===== src/hw/rtl/gfdv_pkg.sv =====
`default_nettype none

package gfdv_pkg;

  localparam int TIME_W     = 48;
  localparam int POS_W      = 32;
  localparam int DIFF_W     = POS_W + 1;
  localparam int VEL_W      = 32;
  localparam int POS_THR_W  = 20;
  localparam int TIME_THR_W = 24;
  localparam int SCALE_W    = 20;
  localparam int NUM_W      = 52;
  localparam int QUO_W      = 32;
  localparam int CNT_W      = 5;
  localparam int MAX_AXES   = 3;
  localparam int IN_DATA_W  = TIME_W + MAX_AXES * POS_W;
  localparam int OUT_DATA_W = MAX_AXES * VEL_W;
  localparam int CFG_IDX_W  = 1;
  localparam int CFG_DATA_W = 24;

  // microseconds per second
  localparam logic [SCALE_W-1:0]    SCALE        = 20'd1000000;
  localparam logic [POS_THR_W-1:0]  POS_THR_RST  = 20'd1;
  localparam logic [TIME_THR_W-1:0] TIME_THR_RST = 24'd100000;
  localparam logic [VEL_W-1:0]      VEL_MAX      = 32'h7fff_ffff;
  localparam logic [VEL_W-1:0]      VEL_MIN      = 32'h8000_0000;

  typedef enum logic [CFG_IDX_W-1:0] {
    REG_POS_THR  = 1'b0,
    REG_TIME_THR = 1'b1
  } cfg_reg_t;

  typedef enum logic [7:0] {
    S_IDLE = 8'b0000_0001,
    S_PREP = 8'b0000_0010,
    S_ABS  = 8'b0000_0100,
    S_MUL  = 8'b0000_1000,
    S_OVF  = 8'b0001_0000,
    S_DIV  = 8'b0010_0000,
    S_SAT  = 8'b0100_0000,
    S_FIN  = 8'b1000_0000
  } state_t;

endpackage

`default_nettype wire


===== src/hw/rtl/gated_finite_difference_velocity.sv =====
`default_nettype none

// Velocity estimator for timestamped position samples, one result item per input item.
// The first sample after reset gives zero velocity; a sample whose time does not advance
// returns the held velocity untouched. An advancing sample recomputes velocity when any
// axis moved by more than the movement threshold (register 0, micrometres) or the refresh
// interval (register 1, microseconds) has passed since the last update:
// (pos - previous) * 1e6 / elapsed, truncated and saturated.
// A recomputed item passes the states PREP, ABS, MUL, OVF, DIV, SAT and FIN; DIV is a
// restoring divider that produces one quotient bit per cycle (32 steps, one lane per axis,
// all lanes in parallel). A held item goes from MUL to FIN, a first or stale item from PREP
// to FIN. One item is in flight at a time; the output register lets the next item in while
// a result waits. A result still waiting in the output register when the next one is done
// holds the block until the receiver takes it.
module gated_finite_difference_velocity #(
  parameter int AXES = 3
) (
  input  wire logic                              clk,
  input  wire logic                              rst_n,
  // sample_time [47:0], pos_x [79:48], pos_y [111:80], pos_z [143:112]
  input  wire logic [gfdv_pkg::IN_DATA_W-1:0]    in_tdata,
  input  wire logic                              in_tvalid,
  output      logic                              in_tready,
  // vel_x [31:0], vel_y [63:32], vel_z [95:64]
  output      logic [gfdv_pkg::OUT_DATA_W-1:0]   out_tdata,
  // recomputed [0]
  output      logic                              out_tuser,
  output      logic                              out_tvalid,
  input  wire logic                              out_tready,
  input  wire logic                              cfg_valid,
  output      logic                              cfg_ready,
  input  wire logic [gfdv_pkg::CFG_IDX_W-1:0]    cfg_index,
  input  wire logic [gfdv_pkg::CFG_DATA_W-1:0]   cfg_data
);
  import gfdv_pkg::*;

  state_t                  state_r;
  logic [POS_THR_W-1:0]    pos_thr_r;
  logic [TIME_THR_W-1:0]   time_thr_r;
  logic                    have_prev_r;
  logic [TIME_W-1:0]       last_samp_r;
  logic [TIME_W-1:0]       last_vel_r;
  logic [TIME_W-1:0]       t_r;
  logic [TIME_W-1:0]       dt_r;
  logic                    rec_r;
  logic [CNT_W-1:0]        cnt_r;

  logic [POS_W-1:0]        pos_r     [AXES];
  logic [POS_W-1:0]        prev_r    [AXES];
  logic [VEL_W-1:0]        held_r    [AXES];
  logic [DIFF_W-1:0]       d_r       [AXES];
  logic [DIFF_W-1:0]       mag_r     [AXES];
  logic                    neg_r     [AXES];
  logic [NUM_W-1:0]        num_r     [AXES];
  logic                    ovf_r     [AXES];
  logic [TIME_W-1:0]       rem_r     [AXES];
  logic [QUO_W-1:0]        lo_r      [AXES];
  logic [VEL_W-1:0]        out_vel_r [AXES];
  logic                    out_rec_r;
  logic                    out_tvalid_r;

  logic [DIFF_W-1:0]       diff      [AXES];
  logic [TIME_W+1:0]       trial     [AXES];
  logic                    moved;
  logic                    upd;

  always_comb begin
    moved = 1'b0;
    for (int i = 0; i < AXES; i++) begin
      diff[i]  = {pos_r[i][POS_W-1], pos_r[i]} - {prev_r[i][POS_W-1], prev_r[i]};
      // shift the next dividend bit into the partial remainder and try the subtract
      trial[i] = {1'b0, rem_r[i], lo_r[i][QUO_W-1]} - {2'b00, dt_r};
      if (mag_r[i] > {{(DIFF_W-POS_THR_W){1'b0}}, pos_thr_r})
        moved = 1'b1;
    end
    upd = moved || (dt_r >= {{(TIME_W-TIME_THR_W){1'b0}}, time_thr_r});
  end

  assign in_tready = (state_r == S_IDLE);
  assign cfg_ready = 1'b1;
  assign out_tvalid = out_tvalid_r;
  assign out_tuser  = out_rec_r;

  for (genvar g = 0; g < MAX_AXES; g++) begin : g_out
    if (g < AXES) begin : g_used
      assign out_tdata[g*VEL_W +: VEL_W] = out_vel_r[g];
    end else begin : g_unused
      assign out_tdata[g*VEL_W +: VEL_W] = '0;
    end
  end

  always_ff @(posedge clk) begin
    if (!rst_n) begin
      pos_thr_r  <= POS_THR_RST;
      time_thr_r <= TIME_THR_RST;
    end else if (cfg_valid) begin
      unique case (cfg_reg_t'(cfg_index))
        REG_POS_THR:  pos_thr_r  <= cfg_data[POS_THR_W-1:0];
        REG_TIME_THR: time_thr_r <= cfg_data[TIME_THR_W-1:0];
      endcase
    end
  end

  always_ff @(posedge clk) begin
    if (!rst_n) begin
      state_r      <= S_IDLE;
      have_prev_r  <= 1'b0;
      last_samp_r  <= '0;
      last_vel_r   <= '0;
      rec_r        <= 1'b0;
      out_tvalid_r <= 1'b0;
      out_rec_r    <= 1'b0;
      cnt_r        <= '0;
      for (int i = 0; i < AXES; i++) begin
        prev_r[i] <= '0;
        held_r[i] <= '0;
      end
    end else begin
      // in the final state the output register is reloaded whenever it is taken
      if (out_tvalid_r && out_tready && (state_r != S_FIN))
        out_tvalid_r <= 1'b0;

      unique case (state_r)
        S_IDLE: begin
          if (in_tvalid) begin
            t_r <= in_tdata[TIME_W-1:0];
            for (int i = 0; i < AXES; i++)
              pos_r[i] <= in_tdata[TIME_W + i*POS_W +: POS_W];
            state_r <= S_PREP;
          end
        end

        S_PREP: begin
          dt_r <= t_r - last_vel_r;
          for (int i = 0; i < AXES; i++)
            d_r[i] <= diff[i];
          if (!have_prev_r) begin
            for (int i = 0; i < AXES; i++) begin
              held_r[i] <= '0;
              prev_r[i] <= pos_r[i];
            end
            last_samp_r <= t_r;
            last_vel_r  <= t_r;
            have_prev_r <= 1'b1;
            rec_r       <= 1'b1;
            state_r     <= S_FIN;
          end else if (t_r > last_samp_r) begin
            state_r <= S_ABS;
          end else begin
            // stale timestamp: nothing changes
            rec_r   <= 1'b0;
            state_r <= S_FIN;
          end
        end

        S_ABS: begin
          for (int i = 0; i < AXES; i++) begin
            neg_r[i] <= d_r[i][DIFF_W-1];
            mag_r[i] <= d_r[i][DIFF_W-1] ? (DIFF_W'(0) - d_r[i]) : d_r[i];
          end
          state_r <= S_MUL;
        end

        S_MUL: begin
          for (int i = 0; i < AXES; i++)
            num_r[i] <= {{(NUM_W-DIFF_W){1'b0}}, mag_r[i]}
                        * {{(NUM_W-SCALE_W){1'b0}}, SCALE};
          if (upd) begin
            state_r <= S_OVF;
          end else begin
            for (int i = 0; i < AXES; i++)
              prev_r[i] <= pos_r[i];
            last_samp_r <= t_r;
            rec_r       <= 1'b0;
            state_r     <= S_FIN;
          end
        end

        S_OVF: begin
          // upper part of the dividend at or above dt means a quotient of 2^32 or more
          for (int i = 0; i < AXES; i++) begin
            ovf_r[i] <= {{(TIME_W-(NUM_W-QUO_W)){1'b0}}, num_r[i][NUM_W-1:QUO_W]} >= dt_r;
            rem_r[i] <= {{(TIME_W-(NUM_W-QUO_W)){1'b0}}, num_r[i][NUM_W-1:QUO_W]};
            lo_r[i]  <= num_r[i][QUO_W-1:0];
          end
          cnt_r   <= '0;
          state_r <= S_DIV;
        end

        S_DIV: begin
          for (int i = 0; i < AXES; i++) begin
            if (!trial[i][TIME_W+1]) begin
              rem_r[i] <= trial[i][TIME_W-1:0];
              lo_r[i]  <= {lo_r[i][QUO_W-2:0], 1'b1};
            end else begin
              rem_r[i] <= {rem_r[i][TIME_W-2:0], lo_r[i][QUO_W-1]};
              lo_r[i]  <= {lo_r[i][QUO_W-2:0], 1'b0};
            end
          end
          cnt_r <= cnt_r + CNT_W'(1);
          if (cnt_r == CNT_W'(QUO_W-1))
            state_r <= S_SAT;
        end

        S_SAT: begin
          for (int i = 0; i < AXES; i++) begin
            if (neg_r[i]) begin
              if (ovf_r[i] || (lo_r[i] > VEL_MIN))
                held_r[i] <= VEL_MIN;
              else
                held_r[i] <= VEL_W'(0) - lo_r[i];
            end else begin
              if (ovf_r[i] || lo_r[i][QUO_W-1])
                held_r[i] <= VEL_MAX;
              else
                held_r[i] <= lo_r[i];
            end
            prev_r[i] <= pos_r[i];
          end
          last_samp_r <= t_r;
          last_vel_r  <= t_r;
          rec_r       <= 1'b1;
          state_r     <= S_FIN;
        end

        S_FIN: begin
          if (!out_tvalid_r || out_tready) begin
            for (int i = 0; i < AXES; i++)
              out_vel_r[i] <= held_r[i];
            out_rec_r    <= rec_r;
            out_tvalid_r <= 1'b1;
            state_r      <= S_IDLE;
          end
        end

        default: state_r <= S_IDLE;
      endcase
    end
  end

endmodule

`default_nettype wire


===== config.mk =====
export PLATFORM = sky130hd
export DESIGN_NAME = gated_finite_difference_velocity
export DESIGN_NICKNAME = d
export VERILOG_FILES = /design/src/hw/rtl/gfdv_pkg.sv /design/src/hw/rtl/gated_finite_difference_velocity.sv
export SDC_FILE = /design/constraint.sdc
export NUM_CORES = 2
export LEC_CHECK = 0
export ABC_AREA = 1
export BUFFER_PORTS_ARGS = -buffer_cell sky130_fd_sc_hd__buf_4
export CORE_MARGIN = 2
export CORE_UTILIZATION = 60
export DETAILED_ROUTE_END_ITERATION = 10
export HOLD_SLACK_MARGIN = 0.12
export PLACE_DENSITY = 0.77
export SKIP_LAST_GASP = 1
export SLEW_MARGIN = 25
export SYNTH_ARGS = -nofsm -noshare
export SYNTH_HDL_FRONTEND = slang
export SYNTH_SLANG_ARGS = --single-unit

===== constraint.sdc =====
create_clock -name clk -period 10.6 [get_ports clk]
set_input_delay 1.59 -clock clk [delete_from_list [all_inputs] [get_ports clk]]
set_output_delay 1.59 -clock clk [all_outputs]
set_load 0.1 [all_outputs]

### Word level (Yosys, flattened, before mapping)

Memory sizes are Yosys's and may differ from the RTL's.
Index checks and enable logic that the tools add are counted.
W data, S select, Z words.

* muxes and demuxes: 177
* order comparisons: 11
* equal/unequal tests: 16
* multiply operators: 3
* bitwise logic cells: 37
* add/subtract/negate cells: 14
* reduce and logical (&&, ||, !) cells: 23

Operators by type and width (count)
* $mux W32: 30
* $mux W48: 8
* $sub A49 B48 Y50: 3
* $ge A20 B48 Y1: 3
* $pmux W48 S3: 1
* $mul A33 B14 Y46 const B: 3
* $mux W1: 125
* $gt A33 B20 Y1: 3
* $mux W33: 3
* $sub A1 B33 Y33 const A: 3
* $sub A32 B32 Y33: 3
* $gt A32 B32 Y1 const B: 3
* $pmux W48 S2: 1
* $sub A1 B32 Y32 const A: 3
* $pmux W8 S8: 1
* $ge A48 B24 Y1: 1
* $gt A48 B48 Y1: 1
* $mux W8: 6
* $sub A48 B48 Y48: 1
* $or A1 B1 Y1: 36
* $reduce_and A3 Y1: 4
* $ne A2 B2 Y1 const B: 5
* $pmux W5 S2: 1
* $reduce_and A2 Y1: 5
* 19 further kinds: 28

* word-level logic and storage cells: 304
* bits in registers: 253
* input bits: 174
* memory bits (writable): 966
* memories: 11

Memory list
* rem_r: words 3, width 48, read ports 3, clocked after Yosys merged registers in 0, wr ports 3, RTL line gated_finite_difference_velocity.sv:56 `logic [TIME_W-1:0] rem_r [AXES];`
* num_r: words 3, width 46, read ports 3, clocked after Yosys merged registers in 0, wr ports 3, RTL line gated_finite_difference_velocity.sv:54 `logic [NUM_W-1:0] num_r [AXES];`
* d_r: words 3, width 33, read ports 3, clocked after Yosys merged registers in 0, wr ports 3, RTL line gated_finite_difference_velocity.sv:51 `logic [DIFF_W-1:0] d_r [AXES];`
* mag_r: words 3, width 33, read ports 3, clocked after Yosys merged registers in 0, wr ports 3, RTL line gated_finite_difference_velocity.sv:52 `logic [DIFF_W-1:0] mag_r [AXES];`
* held_r: words 3, width 32, read ports 3, clocked after Yosys merged registers in 0, wr ports 3, RTL line gated_finite_difference_velocity.sv:50 `logic [VEL_W-1:0] held_r [AXES];`
* lo_r: words 3, width 32, read ports 3, clocked after Yosys merged registers in 0, wr ports 3, RTL line gated_finite_difference_velocity.sv:57 `logic [QUO_W-1:0] lo_r [AXES];`
* 5 more memories

### Longest topological paths before layout

An unclocked memory read counts as a cell.

* word-level depth: 12
* gate-level depth with buffers: 24
* depth with buffers taken out: 24

### Least setup slack after synthesis

OpenSTA, ideal clock, no wires.

* path type: input -> register
* from: in rst_n
* to: mem lo_r[0][0] (enable)
* stages on the path: 4
* arrival time: 8.675 ns
* path buffers: 2
* library setup time: 0.684 ns
* data required time: 9.916 ns
* path slack: 1.242 ns
* path through: buf_2 -> inv_1 -> buf_2 -> nor2_1

RTL lines
* start, declared: RTL line gated_finite_difference_velocity.sv:19 `input wire logic rst_n,`
* end, declared: RTL line gated_finite_difference_velocity.sv:57

==> results.py <==
metrics = {
    "status": {
        "status": "completed",
    },
    "worst_setup_path": {
        "timing.rr.end": "num_r[0][137]",
        "crit_family": "adder cells",
        "cp_num_buf_inv": 5,
        "r2r_slack_ns": 4.37,
        "critPathLaunchType": "register",
        "rr_startpoint": "mag_r[0][73]",
        "crit_fanout": 6,
        "crit_end": "num_r[0][137]",
        "worst_path_max_delay_cell": "fa_1",
        "end_kind": "register",
        "required_ns": 11.15,
        "cp.depth": 20,
        "reg2reg_depth": 20,
        "arrival_ns": 6.78,
        "criticalPathCategory": "register to register",
        "crit_path_cell_trace": "inv_1 -> fa_1 -> inv_1 -> fa_1 -> fa_1 -> fa_1 -> ha_1 -> inv_1 -> fa_1 -> inv_1 -> ha_1 -> a21oi_1 -> inv_1 -> a31oi_1 -> o21ai_0 -> a21oi_1 -> o21ai_0 -> a21oi_1 -> o21ai_0 -> xor2_1",
        "slowest_delay_ns": 0.64,
        "crit_start": "mag_r[0][73]",
    },
    "synth": {
        "yosysSeqAreaShare_pct": 37.8,
        "ys_top_cells_by_area": "edfxtp_1 34%, ha_1 13%, fa_1 9.2%, inv_1 7.2%, nand2_1 6.8%",
        "synth_top_area_share_pct": 34.4,
        "synth_compound_area_share_pct": 10.9,
        "synthDistinctLibCells": 65,
        "synth_adder_area_share_pct": 22.5,
        "synth_ff_type": "edfxtp_1",
        "synth-edff-count": 1061,
        "mappedNetlistArea_sq_mm": 0.0926,
        "ys_warn_count": 0,
        "async_flop_share_pct": 0,
        "postSynthCellCount": 10447,
        "synth_top_family_by_area": "adder cells",
        "ys_ff_latch": 1219,
        "yosys.area_share.xor_xnor_pct": 4.67,
        "synth_nets": 12029,
        "synthSimpleGateAreaFrac_pct": 16.1,
        "post-synth-top-area-cell": "edfxtp_1",
        "synth_mux_area_share_pct": 0,
        "syn_area_per_cell_sq_um": 8.87,
    },
    "grt": {
        "met3_usage_pct": 5.92,
        "use_met2_pct": 51.2,
        "grt_max_degree": 162,
        "grt_pass1_vias": 72131,
        "grt.total_usage_pct": 33.2,
        "use_met1_pct": 46.7,
        "grt-busiest-layer": "met2",
        "antenna_found_initial": 10,
        "grt-ovfl-total": 0,
        "grt_pass1_wl_mm": 406,
    },
    "floorplanning": {
        "io-pin-count": 274,
        "fp.dieH_um": 397,
        "start_util_pct": 60.3,
        "die_x_um": 397,
        "fp-row-count": 144,
        "die-area_sq_mm": 0.158,
        "core-area_sq_mm": 0.154,
    },
    "timing": {
        "slew_headroom_pct": 26.6,
        "finClkSkew_ns": 0.0409,
        "slew_violations": 0,
        "finalSetupViolations": 0,
        "post-route-period-util_pct": 58.8,
        "tns_ns": 0,
        "finalHoldViolations": 0,
        "max_freq_ghz": 0.160,
        "worst_pin_slew_ns": 1.10,
        "hold_slack_ns": 0.417,
        "min_period_ns": 6.23,
        "fin_ws_ns": 4.37,
        "rsz0062_at_grt": "false",
    },
    "clock_tree": {
        "cts_root_buffer": "clkbuf_16",
        "htree_levels": 4,
        "cts_made_buffers": 137,
        "post_cts_buffers": 0,
        "cts_buffer_depth": 3,
        "clkSinkCount": 1219,
        "ctsResizeCount": 0,
        "clk_pin_slew_worst_paths_ns": 0.06,
        "ctsHoldBuffers": 0,
        "cts_tree": "built",
        "insertion_delay_ns": 0.80,
    },
    "placement": {
        "port_buffers": 272,
        "dpl_cell_area_sq_mm": 0.0970,
        "dp_hpwl_mm": 210,
        "post-place-ws_ns": 4.46,
        "place_congestion": 1.04,
    },
    "power_and_ir_drop": {
        "leakage_uw": 0.0451,
        "vdd_ir_drop_max_v": 0.000161,
        "power.density_mw_per_mm2": 110,
    },
    "detailed_routing": {
        "drc": 0,
        "initialDrtViolationCount": 6769,
        "wirelength_mm": 263,
        "vias": 74112,
        "dr.pass1.iters": 6,
        "vias_per_cell": 5.75,
        "wl_per_cell_um": 20.4,
        "antenna_left": 0,
    },
    "hold_path": {
        "hold_class": "register to register",
    },
    "flow_run": {
        "maxCapViolations": 0,
    },
    "layout": {
        "multi_input_area_sq_mm": 0.0503,
        "finalNetCount": 12317,
        "n_fill_cell": 12546,
        "layout_common_cells": "1764 x inv_1, 1671 x nand2_1, 1061 x edfxtp_1",
        "final_cell_area_sq_mm": 0.102,
        "seq_area_sq_mm": 0.0350,
        "final_common_cell": "inv_1",
        "final_layout_size_suffix_gt1_share_pct": 5.58,
        "syn_to_final_growth_pct": 9.68,
    },
}
where the power goes:
group / total (uW) / switching [uW] / leakage [uW] / internal [uW]
logic: 915 / 595 / 0.0318 / 320
clock network: 4830 / 2070 / 0.00218 / 2760
registers: 5380 / 59.1 / 0.0112 / 5320
total: 11100 / 2720 / 0.0451 / 8400
cell type report:
cell class	count	share of cell area, %
sequential	1219	34.5
clock inverter	75	0.881
timing repair buffer	323	2.42
inverter	1777	6.58
tap	2044	2.52
multi-input combinational	7277	49.5
antenna	3	0.00739
clock buffer	173	3.60
cell usage after synthesis, drive strengths merged (59+ instances only):
library cell  number
edfxtp          1061
nand3            381
a21oi            774
xnor2            189
o21ai            717
buf               62
nor3             119
nor4              81
clkbuf           112
a31oi             84
inv             1773
nand2           1681
xor2             305
nand3b            66
dfxtp            158
nand4            136
nor2            1030
a21o              59
fa               427
ha               981
worst min-delay path by stage:
stage | startpoint | endpoint | cells past startpoint
after floorplan | held_r[0][0] | out_vel_r[0][0] | 0
after detailed placement | held_r[0][0] | out_vel_r[0][0] | 0
after global placement | held_r[0][5] | out_vel_r[0][5] | 0
final | held_r[0][0] | out_vel_r[0][0] | 0
after global routing | held_r[0][4] | out_vel_r[0][4] | 0
after CTS | held_r[2][25] | out_vel_r[0][89] | 0
per-layer routing:
layer / share of wire [%] / up-vias / wire (um)
met4: 4.3 / 6 / 11400
met5: 0.014 / - / 38
met2: 44 / 2917 / 116000
met3: 8.3 / 520 / 21900
li1: - / 35486 / -
met1: 43 / 35183 / 114000
through the flow:
| step | util (%) | power (uW) | std cells |
|---|---|---|---|
| final | 66.1 | 11100 | 12891 |
| after global routing | 66.1 | 11500 | 12888 |
| after CTS | 66.1 | 11200 | 12888 |
| after detailed placement | 63.1 | 6380 | 12640 |
| after global placement | 63.1 | 6360 | 12639 |
| after floorplan | - | 6080 | 10447 |
sequential cells by signal, indices dropped and copies added (netlist names), 48 cells and up:
signal / count
d_r: 99
dt_r: 48
held_r: 96
last_samp_r: 48
last_vel_r: 48
lo_r: 96
mag_r: 99
num_r: 138
out_vel_r: 96
pos_r: 96
prev_r: 96
rem_r: 144
t_r: 48
cells by family after synthesis:
kind of cell | after synthesis
compound gates | 1843
xor+xnor | 494
fa+ha+maj | 1408
buf+inv | 1951
flops | 1219
other cells | 1
simple gates | 3531
worst register-to-register path, stage by stage (launching register included):
cell and delay, ns:
edfxtp_1 0.51, inv_1 0.19, fa_1 0.56, inv_1 0.06, fa_1 0.50, fa_1 0.64
fa_1 0.46, ha_1 0.30, inv_1 0.06, fa_1 0.54, inv_1 0.08, ha_1 0.40
a21oi_1 0.25, inv_1 0.07, a31oi_1 0.23, o21ai_0 0.15, a21oi_1 0.13, o21ai_0 0.24
a21oi_1 0.31, o21ai_0 0.15, xor2_1 0.18
Power figures use the tool's default switching activity.
